[config.mk]
export PLATFORM = sky130hd
export DESIGN_NAME = chd_decode
export DESIGN_NICKNAME = d
export VERILOG_FILES = /design/src/chd_pkg.sv /design/src/chd_decode.sv
export SDC_FILE = /design/constraint.sdc
export NUM_CORES = 2
export LEC_CHECK = 0
export BUFFER_PORTS_ARGS = -buffer_cell sky130_fd_sc_hd__buf_2
export CORE_MARGIN = 2
export CORE_UTILIZATION = 45
export DETAILED_ROUTE_END_ITERATION = 6
export PLACE_DENSITY = 0.7
export RECOVER_POWER = 25
export SLEW_MARGIN = 20
export SYNTH_ARGS = -nofsm -noshare
export SYNTH_HDL_FRONTEND = slang
export SYNTH_SLANG_ARGS = --single-unit
[constraint.sdc]
create_clock -name clk_i -period 19.12 [get_ports clk_i]
set_clock_uncertainty 0.2 [all_clocks]
set_input_delay 0.956 -clock clk_i [delete_from_list [all_inputs] [get_ports clk_i]]
set_output_delay 0.956 -clock clk_i [all_outputs]
set_load 0.03 [all_outputs]
[src/chd_pkg.sv]
package chd_pkg;

  localparam int AlphaSize = 256;
  localparam int SymW      = 8;
  localparam int MaxLen    = 15;
  localparam int LenW      = 4;
  localparam int CntW      = 9;
  localparam int CodeW     = 16;
  localparam int TotW      = 16;
  localparam int IdxW      = 9;
  localparam int WinW      = 16;
  localparam int AvailW    = 8;

  typedef enum logic [2:0] {
    StSymbol      = 3'd0,
    StNeedInput   = 3'd1,
    StInvalidCode = 3'd2,
    StInvalidArg  = 3'd3,
    StBuilt       = 3'd4,
    StOversub     = 3'd5,
    StEmptyRej    = 3'd6
  } status_e;

  typedef enum logic {
    KindDecode = 1'b0,
    KindBuild  = 1'b1
  } kind_e;

  typedef enum logic {
    OpLoad   = 1'b0,
    OpDecode = 1'b1
  } opcode_e;

  typedef enum logic [1:0] {
    BIdle,
    BCount,
    BKraft,
    BFill
  } build_state_e;

  typedef enum logic [1:0] {
    DIdle,
    DWalk,
    DSym
  } dec_state_e;

  typedef struct packed {
    kind_e             kind;
    logic [SymW-1:0]   sym;
    logic [LenW-1:0]   used;
    status_e           status;
  } result_t;

  typedef struct packed {
    logic                           valid;
    logic [TotW-1:0]                total;
    logic [MaxLen:0][CntW-1:0]      count;
    logic [MaxLen:0][CodeW-1:0]     first_code;
    logic [MaxLen:0][CntW-1:0]      first_rank;
  } table_t;

  typedef struct packed {
    logic            we;
    logic [SymW-1:0] addr;
    logic [SymW-1:0] data;
  } sym_wr_t;

endpackage

[src/chd_decode.sv]
module chd_decode (
  input  logic                         clk_i,
  input  logic                         rst_ni,
  input  logic                         start_i,
  input  logic [chd_pkg::WinW-1:0]     code_bits_i,
  input  logic [chd_pkg::AvailW-1:0]   bits_available_i,
  input  chd_pkg::table_t              tbl_i,
  input  chd_pkg::sym_wr_t             sym_wr_i,
  output logic                         done_o,
  output chd_pkg::result_t             result_o
);
  import chd_pkg::*;

  logic [SymW-1:0] sym_mem [AlphaSize];

  dec_state_e state_q, state_d;
  logic [LenW-1:0]   len_q;
  logic [MaxLen-1:0] code_q;
  logic [WinW-1:0]   bits_q;
  logic [LenW-1:0]   avail_q;
  logic [LenW-1:0]   used_q;
  logic [SymW-1:0]   sym_q;
  logic              done_q;
  result_t           res_q;

  logic [MaxLen-1:0] c;
  logic [CodeW-1:0]  first;
  logic [CodeW-1:0]  diff;
  logic              hit;
  logic              over;
  logic [CntW-1:0]   r;
  logic [29:0]       shifted;
  logic              bad_arg;

  // one code length per cycle
  always_comb begin
    c       = {code_q[MaxLen-2:0], bits_q[len_q - 4'd1]};
    first   = tbl_i.first_code[len_q];
    diff    = CodeW'(c) - first;
    hit     = (CodeW'(c) >= first) && (diff < CodeW'(tbl_i.count[len_q]));
    r       = tbl_i.first_rank[len_q] + diff[CntW-1:0];
    shifted = {c, 15'd0} >> len_q;
    over    = shifted >= 30'(tbl_i.total);
    bad_arg = (bits_available_i > AvailW'(MaxLen)) || !tbl_i.valid;
  end

  always_ff @(posedge clk_i) begin
    if (sym_wr_i.we) begin
      sym_mem[sym_wr_i.addr] <= sym_wr_i.data;
    end
    sym_q <= sym_mem[r[SymW-1:0]];
  end

  always_comb begin
    state_d = state_q;
    case (state_q)
      DIdle: begin
        if (start_i && !bad_arg && bits_available_i != '0) state_d = DWalk;
      end
      DWalk: begin
        if (hit) begin
          state_d = DSym;
        end else if (over || len_q == avail_q) begin
          state_d = DIdle;
        end
      end
      DSym:    state_d = DIdle;
      default: state_d = DIdle;
    endcase
  end

  always_ff @(posedge clk_i or negedge rst_ni) begin
    if (!rst_ni) begin
      state_q <= DIdle;
      done_q  <= 1'b0;
    end else begin
      state_q <= state_d;
      done_q  <= 1'b0;
      case (state_q)
        DIdle:   done_q <= start_i && (bad_arg || bits_available_i == '0);
        DWalk:   done_q <= !hit && (over || len_q == avail_q);
        DSym:    done_q <= 1'b1;
        default: ;
      endcase
    end
  end

  always_ff @(posedge clk_i) begin
    case (state_q)
      DIdle: begin
        bits_q  <= code_bits_i;
        avail_q <= bits_available_i[LenW-1:0];
        len_q   <= 4'd1;
        code_q  <= '0;
        res_q   <= '{kind: KindDecode, sym: '0, used: '0,
                     status: bad_arg ? StInvalidArg : StNeedInput};
      end
      DWalk: begin
        code_q <= c;
        len_q  <= len_q + 1'b1;
        used_q <= len_q;
        if (over) begin
          res_q <= '{kind: KindDecode, sym: '0, used: len_q - 4'd1,
                     status: StInvalidCode};
        end else begin
          res_q <= '{kind: KindDecode, sym: '0, used: avail_q,
                     status: StNeedInput};
        end
      end
      DSym: begin
        res_q <= '{kind: KindDecode, sym: sym_q, used: used_q, status: StSymbol};
      end
      default: ;
    endcase
  end

  assign done_o   = done_q;
  assign result_o = res_q;

endmodule
==> results.md <==
- Status: finished, violations left
- Failing checks: max-capacitance violations, max-slew violations
- Commonest cells after routing, fill and taps aside: 2,104 x edfxtp_1, 819 x mux4_2, 582 x buf_2, 297 x nor2_1, 206 x clkbuf_16
- CTS tree: done
- Synth warnings: 0
- Cts bufs inserted: 203
- Die height: approximately 450 um
- CP startpoint: len_q[0]
- Total iterations of the first detailed-routing run: 7
- Worst-path clk slew: 60 ps
- Final count of hold timing violations: 0
- Post-cts repair resize count: 0
- Unrepaired setup endpoints after global routing: false
- Post-CTS Hold Buffers: 1
- # DRC: 0
- Antenna Violating Nets Remaining: 0
- Peak Freq: ~0.086 GHz
- Crit share post-route: approximately 61%
- Worst setup SP type: register
- FP Rows: 162
- Maximum fanout along the worst path: between 50 and 60
- Die width: about 450 um
- Tmin final: about 12,000 ps
- Capture point of the critical path: sym_q[4]
- Crit-path slowest cell: clkbuf_1
- Hold path depth: 1
- CP required: 19,600 ps
- Die ar.: roughly 200,000 um^2
- Nets: roughly 5,300
- Critical hold path startpoint: code_bits_i[2]
- Hpwl dp: between 150,000 and 200,000 um
- Max clock buf depth: 3
- Maximum number of pins on one net before global-route repair: 170
- Cell Chain, Critical Path: clkbuf_1 -> buf_4 -> mux4_2 -> mux4_2 -> ha_1 -> fa_1 -> fa_4 -> buf_4 -> buf_4 -> buf_4 -> mux4_2 -> mux4_2 -> mux2i_1 -> mux4_2 -> mux2i_1
- Actual slew at the worst max-slew pin: between 7000 and 8000 ps
- Mapped Cells: ~4,000
- Post-CTS setup buffers: 0
- WS Path Type: register to register
- WP buf/inv: 5
- Core area: between 150,000 and 200,000 um^2
- Setup_tns: 0 ps
- Reg2reg start: len_q[0]
- CTS sink cnt: 2,115
- Routed vias: between 40,000 and 50,000
- Root buf cell: clkbuf_16
- Commonest non-fill, non-tap cell in the layout: edfxtp_1
- GRT Total Usage: roughly a quarter
- Final Wtd Congestion: roughly 0.87
- Capturing element type of the critical path: register
- Synthesized area: 88,200 um^2
- Initial Utilization: a little under half
- Initial antenna violation count: 43
- Final Max Slew Viols: 1,257
- Delay-heaviest family, CP: buffers and inverters
- Hold WC Path Type: input pin to register
- Aggregate routed wire length: roughly 240,000 um
- Yosys reg bits: approximately 2,100
- Max_cap viols: 13
- DRT iter0 DRCs: between 5,000 and 6,000
- H-tree depth: 4
- Crit-path most repeated cell: mux4_2
- Synth area leaders: edfxtp_1 72%, mux4_2 21%, nor2_1 1.3%
- Async set or reset register ratio after synthesis: less than 1%
- Final setup fails: 0
- Main synth FF type: edfxtp_1
- Clock latency at the later pin of the worst-skew pair: 830 ps
- Total grt overflow: 0
- Synthesis-to-finish area growth: 14.2%
- EDFF count, synth: between 2,000 and 2,500
- Post-Syn Area per Cell: approximately 22 um^2
- Critical Path AT: 12,080 ps
- FF-to-FF End: sym_q[4]
- Worst path depth: 15
- Number of global-route vias before repair: roughly 45,000
- Top-area cell type share of the netlist area: a little under three quarters
- Fraction of layout cells with a size suffix above 1: 36.7%
- Synth unique cells: 70
- Post-synthesis sequential area ratio: a little under three quarters
- Reg2Reg Setup Slack: around 7500 ps
- Port Buffers: around 600
- First-pass GRT wire length: ~330,000 um
- CP max stage delay: approximately 2300 ps
- Leading area contributor after synthesis: edfxtp_1
- Fill cells: approximately 15,000
- Min Hold Slack: between 100 and 150 ps
- Vias per Instance: approximately 6.0
- Worst R2R Path Depth: 15
- Top Ports: about 620
- Slew headroom: -421%
- WL/cell: between 30 and 40 um
## worst min path at each step
stage,endpoint,slack (ps)
3_5_place_dp,result_o[6],410
3_3_place_gp,result_o[5],420
5_1_grt,bits_q[2],80
6_report,bits_q[2],120
4_1_cts,bits_q[2],70
2_1_floorplan,used_q[2],220
## synthesized netlist by cell type, drive strengths merged, types with 3 or more instances
cell / number
a21oi: 34
a31oi: 4
inv: 59
and2: 20
nor3: 6
o211ai: 4
nor2b: 26
mux4: 826
a21o: 6
xor2: 3
nand2: 54
clkbuf: 140
nand2b: 6
buf: 112
a22o: 5
nand4: 14
ha: 52
a211o: 4
mux2: 6
nor2: 297
a21boi: 3
or4: 3
dfrtp: 3
dfxtp: 8
edfxtp: 2104
mux2i: 92
nor4: 3
nand3: 29
o21a: 6
o221ai: 3
and3: 12
a211oi: 7
o22ai: 3
a31o: 3
o21ai: 25
xnor2: 17
## sequential cells by signal, summed over array words and instances, names as in the netlist, 2 cells and up
| name | cells |
|---|---|
| sym_mem | 2048 |
| bits_q | 16 |
| code_q | 14 |
| result_o | 14 |
| sym_q | 8 |
| avail_q | 4 |
| len_q | 4 |
| used_q | 4 |
| state_q | 2 |
## cells by family after synthesis
logic type | share of synthesized area (%)
flops | 71.9
mux | 22.2
simple gates | 2.37
xor+xnor | 0.237
compound gates | 0.973
other cells | 0.00425
fa+ha+maj | 0.783
buf+inv | 1.49
## stage by stage
step / util [%] / instances / cell area, um^2 / setup WS, ps
floorplan: - / 4031 / 88200 / 12790
global placement: 48.3 / 7072 / 94200 / 9480
detailed placement: 48.3 / 7073 / 94200 / 9370
CTS: 51.7 / 7447 / 101000 / 9360
global route: 51.7 / 7491 / 101000 / 6720
finish: 51.7 / 7502 / 101000 / 7520
## final cells by class
type	count	area (um^2)	share of cell area [%]
repair buffers	672	3600	3.57
diodes	54	135	0.134
multi-input cells	1604	23500	23.4
clock inverters	121	1190	1.18
inverters	60	225	0.224
flip-flops and latches	2115	63400	62.9
clock buffers	252	5360	5.32
well taps	2624	3280	3.26
## routing by layer
layer / share of wire [%] / track usage [%]
met1: 37 / 30.2
met3: 8.4 / 4.61
met4: 4.1 / 9.06
met2: 51 / 39.3
met5: 0.034 / 0
Power is left out: the tool's default activity adds up to more than one toggle a clock period on the data nets, which glitch-free logic cannot reach.
