### config.mk
export PLATFORM = sky130hd
export DESIGN_NAME = chd_build
export DESIGN_NICKNAME = d
export VERILOG_FILES = /design/src/chd_pkg.sv /design/src/chd_build.sv
export SDC_FILE = /design/constraint.sdc
export NUM_CORES = 2
export LEC_CHECK = 0
export ABC_CLOCK_PERIOD_IN_PS = 12400
export BUFFER_PORTS_ARGS = -buffer_cell sky130_fd_sc_hd__buf_2
export CORE_AREA = 2 2 431 433
export DETAILED_ROUTE_END_ITERATION = 8
export DIE_AREA = 0 0 433 435
export PLACE_DENSITY = 0.75
export SETUP_SLACK_MARGIN = 0.05
export SLEW_MARGIN = 0
export SYNTH_ARGS = -nofsm -noshare
export SYNTH_HDL_FRONTEND = slang
export SYNTH_SLANG_ARGS = --single-unit
### constraint.sdc
create_clock -name clk_i -period 12.4 [get_ports clk_i]
set_clock_uncertainty 0.15 [all_clocks]
set_input_delay 1.24 -clock clk_i [delete_from_list [all_inputs] [get_ports clk_i]]
set_output_delay 1.24 -clock clk_i [all_outputs]
set_load 0.05 [all_outputs]
### src/chd_pkg.sv
package chd_pkg;

  localparam int AlphaSize = 256;
  localparam int SymW      = 8;
  localparam int MaxLen    = 15;
  localparam int LenW      = 4;
  localparam int CntW      = 9;
  localparam int CodeW     = 16;
  localparam int TotW      = 16;
  localparam int IdxW      = 9;
  localparam int WinW      = 16;
  localparam int AvailW    = 8;

  typedef enum logic [2:0] {
    StSymbol      = 3'd0,
    StNeedInput   = 3'd1,
    StInvalidCode = 3'd2,
    StInvalidArg  = 3'd3,
    StBuilt       = 3'd4,
    StOversub     = 3'd5,
    StEmptyRej    = 3'd6
  } status_e;

  typedef enum logic {
    KindDecode = 1'b0,
    KindBuild  = 1'b1
  } kind_e;

  typedef enum logic {
    OpLoad   = 1'b0,
    OpDecode = 1'b1
  } opcode_e;

  typedef enum logic [1:0] {
    BIdle,
    BCount,
    BKraft,
    BFill
  } build_state_e;

  typedef enum logic [1:0] {
    DIdle,
    DWalk,
    DSym
  } dec_state_e;

  typedef struct packed {
    kind_e             kind;
    logic [SymW-1:0]   sym;
    logic [LenW-1:0]   used;
    status_e           status;
  } result_t;

  typedef struct packed {
    logic                           valid;
    logic [TotW-1:0]                total;
    logic [MaxLen:0][CntW-1:0]      count;
    logic [MaxLen:0][CodeW-1:0]     first_code;
    logic [MaxLen:0][CntW-1:0]      first_rank;
  } table_t;

  typedef struct packed {
    logic            we;
    logic [SymW-1:0] addr;
    logic [SymW-1:0] data;
  } sym_wr_t;

endpackage

### src/chd_build.sv
module chd_build (
  input  logic                           clk_i,
  input  logic                           rst_ni,
  input  logic                           len_we_i,
  input  logic [chd_pkg::SymW-1:0]       len_addr_i,
  input  logic [chd_pkg::LenW-1:0]       len_data_i,
  input  logic                           start_i,
  input  logic                           empty_allowed_i,
  output chd_pkg::table_t                tbl_o,
  output chd_pkg::sym_wr_t               sym_wr_o,
  output logic                           done_o,
  output chd_pkg::status_e               status_o
);
  import chd_pkg::*;

  logic [LenW-1:0] lens_mem [AlphaSize];

  build_state_e state_q, state_d;
  logic [IdxW-1:0]            idx_q;
  logic                       pend_q;
  logic [SymW-1:0]            sidx_q;
  logic [LenW-1:0]            rdata_q;
  logic [MaxLen:0][CntW-1:0]  cnt_q;
  logic                       used_q;
  logic [LenW-1:0]            len_q;
  logic signed [17:0]         left_q;
  logic [CodeW-1:0]           code_q;
  logic [CntW-1:0]            rank_q;
  logic [TotW-1:0]            total_q;
  logic [MaxLen:0][CodeW-1:0] fc_q;
  logic [MaxLen:0][CntW-1:0]  fr_q;
  logic [MaxLen:0][CntW-1:0]  next_rank_q;
  table_t                     tbl_q;
  logic                       done_q;
  status_e                    status_q;

  logic signed [17:0]         left_n;
  logic [CodeW-1:0]           code_n;
  logic [TotW-1:0]            tot_n;
  logic [MaxLen:0][CodeW-1:0] fc_full;
  logic [MaxLen:0][CntW-1:0]  fr_full;
  logic                       pass_end;
  logic                       neg;
  logic                       reject_empty;

  // length store: one write port for loads, one registered read port for the passes
  always_ff @(posedge clk_i) begin
    if (len_we_i) begin
      lens_mem[len_addr_i] <= len_data_i;
    end
    rdata_q <= lens_mem[idx_q[SymW-1:0]];
  end

  // one kraft / canonical-code step per length
  always_comb begin
    left_n  = (left_q <<< 1) - $signed({9'd0, cnt_q[len_q]});
    code_n  = CodeW'((code_q + CodeW'(cnt_q[len_q - 4'd1])) << 1);
    tot_n   = total_q + TotW'(TotW'(cnt_q[len_q]) << (4'(MaxLen) - len_q));
    fc_full = fc_q;
    fc_full[len_q] = code_n;
    fr_full = fr_q;
    fr_full[len_q] = rank_q;
    neg          = left_n[17];
    reject_empty = !used_q && !empty_allowed_i;
    pass_end     = idx_q[IdxW-1] && !pend_q;
  end

  always_comb begin
    state_d = state_q;
    case (state_q)
      BIdle:  if (start_i) state_d = BCount;
      BCount: if (pass_end) state_d = BKraft;
      BKraft: begin
        if (neg) begin
          state_d = BIdle;
        end else if (len_q == 4'(MaxLen)) begin
          state_d = reject_empty ? BIdle : BFill;
        end
      end
      BFill:  if (pass_end) state_d = BIdle;
      default: state_d = BIdle;
    endcase
  end

  always_comb begin
    sym_wr_o.we   = (state_q == BFill) && pend_q && (rdata_q != '0);
    sym_wr_o.addr = next_rank_q[rdata_q][SymW-1:0];
    sym_wr_o.data = sidx_q;
  end

  always_ff @(posedge clk_i or negedge rst_ni) begin
    if (!rst_ni) begin
      state_q  <= BIdle;
      pend_q   <= 1'b0;
      idx_q    <= '0;
      tbl_q    <= '0;
      done_q   <= 1'b0;
      status_q <= StBuilt;
    end else begin
      state_q <= state_d;
      done_q  <= 1'b0;
      case (state_q)
        BIdle: begin
          idx_q  <= '0;
          pend_q <= 1'b0;
        end
        BCount, BFill: begin
          pend_q <= !idx_q[IdxW-1];
          if (!idx_q[IdxW-1]) idx_q <= idx_q + 1'b1;
          if (pass_end) begin
            idx_q <= '0;
            if (state_q == BFill) begin
              done_q   <= 1'b1;
              status_q <= StBuilt;
            end
          end
        end
        BKraft: begin
          if (neg) begin
            done_q   <= 1'b1;
            status_q <= StOversub;
          end else if (len_q == 4'(MaxLen) && reject_empty) begin
            done_q   <= 1'b1;
            status_q <= StEmptyRej;
          end else if (len_q == 4'(MaxLen)) begin
            tbl_q.valid      <= 1'b1;
            tbl_q.total      <= tot_n;
            tbl_q.count      <= cnt_q;
            tbl_q.first_code <= fc_full;
            tbl_q.first_rank <= fr_full;
          end
        end
        default: ;
      endcase
    end
  end

  // datapath without reset
  always_ff @(posedge clk_i) begin
    case (state_q)
      BIdle: begin
        cnt_q   <= '0;
        used_q  <= 1'b0;
        fc_q    <= '0;
        fr_q    <= '0;
        len_q   <= 4'd1;
        left_q  <= 18'sd1;
        code_q  <= '0;
        rank_q  <= '0;
        total_q <= '0;
      end
      BCount: begin
        if (pend_q && rdata_q != '0) begin
          cnt_q[rdata_q] <= cnt_q[rdata_q] + 1'b1;
          used_q         <= 1'b1;
        end
      end
      BKraft: begin
        left_q  <= left_n;
        code_q  <= code_n;
        rank_q  <= rank_q + cnt_q[len_q];
        total_q <= tot_n;
        fc_q    <= fc_full;
        fr_q    <= fr_full;
        len_q   <= len_q + 1'b1;
        next_rank_q <= fr_full;
      end
      BFill: begin
        sidx_q <= idx_q[SymW-1:0];
        if (pend_q && rdata_q != '0) begin
          next_rank_q[rdata_q] <= next_rank_q[rdata_q] + 1'b1;
        end
      end
      default: ;
    endcase
  end

  assign tbl_o    = tbl_q;
  assign done_o   = done_q;
  assign status_o = status_q;

endmodule

==> flow_summary.json <==
{
  "layout_common_cells": "edfxtp_1 (1748), nand2_1 (1022), nor2_1 (984)",
  "syn_nets": 6962,
  "yosys_most_used_dff": "edfxtp_1",
  "yosysWarnings": 0,
  "synth_edf_count": 1748,
  "insertion_delay_ns": 0.90,
  "nets": 7377,
  "cts_buffer_depth": 3,
  "drc": 0,
  "yosysTopAreaCell": "edfxtp_1",
  "wl_per_cell_um": 28.2,
  "die_area_mm2": 0.188,
  "grt_usage": 0.298,
  "synth.area.top_cells": "edfxtp_1 (53%), dfrtp_1 (15%), mux4_2 (12%)",
  "timing.rr.end": "tbl_o[261]$_DFFE_PN0P_",
  "finalSetupViolCount": 0,
  "required_ns": 12.95,
  "synth_seq_area_share": 0.679,
  "worst_slew_pin_slew_ns": 1.27,
  "fp.coreArea_mm2": 0.184,
  "wirelength_mm": 281,
  "area_growth_pct": 13.3,
  "fillers": 13400,
  "dp_hpwl_mm": 180,
  "die_w_um": 433,
  "critPathLaunch": "len_q[0]$_SDFFCE_PN1P_",
  "ant_nets": 0,
  "p_per_area_mw_per_mm2": 141,
  "via_per_inst": 6.24,
  "synth_seq_cells": 2328,
  "die_y_um": 435,
  "maxCapViolations": 0,
  "synth_area_mm2": 0.0986,
  "grt_max_degree": 284,
  "syn_area_per_cell_um2": 14.3,
  "worstPathArrival_ns": 7.09,
  "final_common_cell": "edfxtp_1",
  "reg2reg_depth": 16,
  "io_pins": 599,
  "dpl.cell_count": 9564,
  "dr.pass1.iters": 6,
  "irDropWorstVdd_uv": 124,
  "cp-end-kind": "flop",
  "fin_crit_sh": 0.527,
  "r2r_slack_ns": 5.86,
  "maxSlewViolCount": 0,
  "cts_tree": "done",
  "synth_top_area_frac": 0.532,
  "root_buffer": "clkbuf_16",
  "status": "finished clean",
  "gp_congestion": 0.937,
  "ys_async_sr_fraction": 0.247,
  "fin_setup_tns_ns": 0,
  "htreeDepth": 4,
  "start_kind": "flop",
  "drive_gt1_frac": 0.220,
  "hold_viol_final": 0,
  "port_buffers": 597,
  "grt_pass1_vias": 61400,
  "holdBufCountCts": 0,
  "power_leakage_nw": 43.3,
  "syn_inst": 6895,
  "antenna_found_initial": 11,
  "period_needed_ns": 6.54,
  "path_class": "flop to flop",
  "num_rows": 158,
  "min_path_type": "input pin to async pin",
  "critPathMaxFanout": 283,
  "grt_pass1_wl_mm": 413,
  "postCtsSetupRepairBufs": 0,
  "path_clk_slew_ns": 0.06,
  "cts_inserted_buffers": 224,
  "critPathCapture": "tbl_o[261]$_DFFE_PN0P_",
  "maxSlewHeadroom": 0.156,
  "ys_types": 59,
  "first_iter_violations": 7940,
  "grt_overflow": 0,
  "start_util": 0.536,
  "numClockSinks": 2328,
  "ctsResizeCount": 0,
  "rsz0062_at_grt": "no",
  "max_freq_mhz": 153,
  "r2r_start": "len_q[0]$_SDFFCE_PN1P_",
  "vias": 62400,
  "fin_cells": 9992
}
[stage by stage]
step	instance area (µm²)	setup WS (ns)	hold WS (ns)	utilization	power [mW]
global placement	104000	6.04	0.294	0.565	8.72
CTS	112000	5.90	0.230	0.607	15.8
detailed placement	104000	5.92	0.310	0.565	8.73
finish	112000	5.86	0.244	0.607	15.7
global route	112000	5.33	0.278	0.607	16.1
floorplan	98600	0.156	0.273	-	8.59
[worst max-delay path, stage by stage, from the launching register on]
cell	delay [ns]
edfxtp_1	0.36
buf_4	0.45
buf_4	0.66
mux4_2	0.60
a22oi_1	0.23
nand2_1	0.17
inv_1	0.11
ha_1	0.27
and3_1	0.17
a211oi_1	0.24
o21ai_2	0.12
a2111oi_4	0.49
xnor2_4	0.14
o2111ai_4	0.10
buf_4	0.69
buf_12	0.75
o21ai_0	0.26
[synth_stat cells, types with 3 or more instances]
cell,count
mux4_2,510
edfxtp_1,1748
a31oi_1,5
or3_1,4
o21ai_1,372
buf_4,3
xnor2_1,36
buf_2,94
a21oi_1,174
a21o_1,8
o31ai_2,10
fa_1,4
and2_1,18
nand3_1,47
nor2_1,984
o21a_1,9
clkbuf_1,330
nand4_1,14
buf_6,4
o21ai_0,47
nand2b_1,15
ha_1,46
o31ai_1,7
a22o_1,3
mux2i_1,262
dfxtp_1,4
a22oi_1,6
nand2_1,1031
o22ai_1,132
nor3_1,37
a211oi_1,134
xor2_1,30
and3_1,7
mux2_2,9
o21bai_1,5
nor4_1,3
nor2b_1,25
dfrtp_1,576
buf_1,87
inv_1,32
[area by class of cell]
cell class | count | area, µm² | share of cell area
Tap cell | 2480 | 3100 | 0.0278
Multi-Input combinational cell | 4014 | 29700 | 0.266
Clock inverter | 108 | 1410 | 0.0126
Clock buffer | 318 | 6390 | 0.0572
Antenna cell | 2 | 5.00 | 0.0000448
Inverter | 35 | 139 | 0.00124
Timing Repair Buffer | 707 | 3940 | 0.0352
Sequential cell | 2328 | 67000 | 0.600
[worst min-delay path by stage]
stage | startpoint | endpoint | cells after the start
after floorplan | idx_q[2]$_DFFE_PN0P_ | sidx_q[2]$_DFFE_PP_ | 0
after global placement | tbl_o[560]$_DFFE_PN0P_ | tbl_o[560]$_DFFE_PN0P_ | 1
final | rst_ni | tbl_o[560]$_DFFE_PN0P_ | 1
after detailed placement | tbl_o[141]$_DFFE_PN0P_ | tbl_o[141]$_DFFE_PN0P_ | 2
after CTS | rst_ni | tbl_o[560]$_DFFE_PN0P_ | 1
after global routing | rst_ni | tbl_o[384]$_DFFE_PN0P_ | 1
[power by group]
group	internal [mW]	switching (mW)
Combinational	0.0325	0.158
Sequential	8.37	0.0169
Clock	4.12	3.06
Total	12.5	3.23
[registers in the layout, summed over array words and instances, names as in the netlist, 2 cells and up]
name and flops:
rdata_q 4, next_rank_q 128, fc_q 240, idx_q 9, total_q 16, lens_mem 1024, left_q 17, rank_q 9
code_q 14, state_q 2, status_o 2, len_q 4, tbl_o 561, sidx_q 8, cnt_q 144, fr_q 143
[layer usage]
| layer | vias to the layer above | GRT usage | wire, µm |
|---|---|---|---|
| met5 | - | 0 | 46 |
| met4 | 6 | 0.180 | 20000 |
| met3 | 801 | 0.0560 | 26000 |
| met2 | 3692 | 0.475 | 136000 |
| met1 | 31400 | 0.381 | 99500 |
| li1 | 26500 | - | - |
[cells by family (layout without fill, tap and decap cells)]
kind of cell | count (synthesis) | count (layout) | share of synthesized area
AO/OA/AOI/OAI | 925 | 925 | 0.0547
XOR/XNOR | 67 | 67 | 0.00614
adder cells (fa/ha/maj) | 50 | 50 | 0.00665
buffers and inverters | 553 | 1168 | 0.0227
flip-flops | 2328 | 2328 | 0.679
multiplexers | 781 | 781 | 0.144
other | 1 | 3 | 0.0000380
AND/OR/NAND/NOR | 2190 | 2190 | 0.0868
Power figures use the tool's default switching activity.
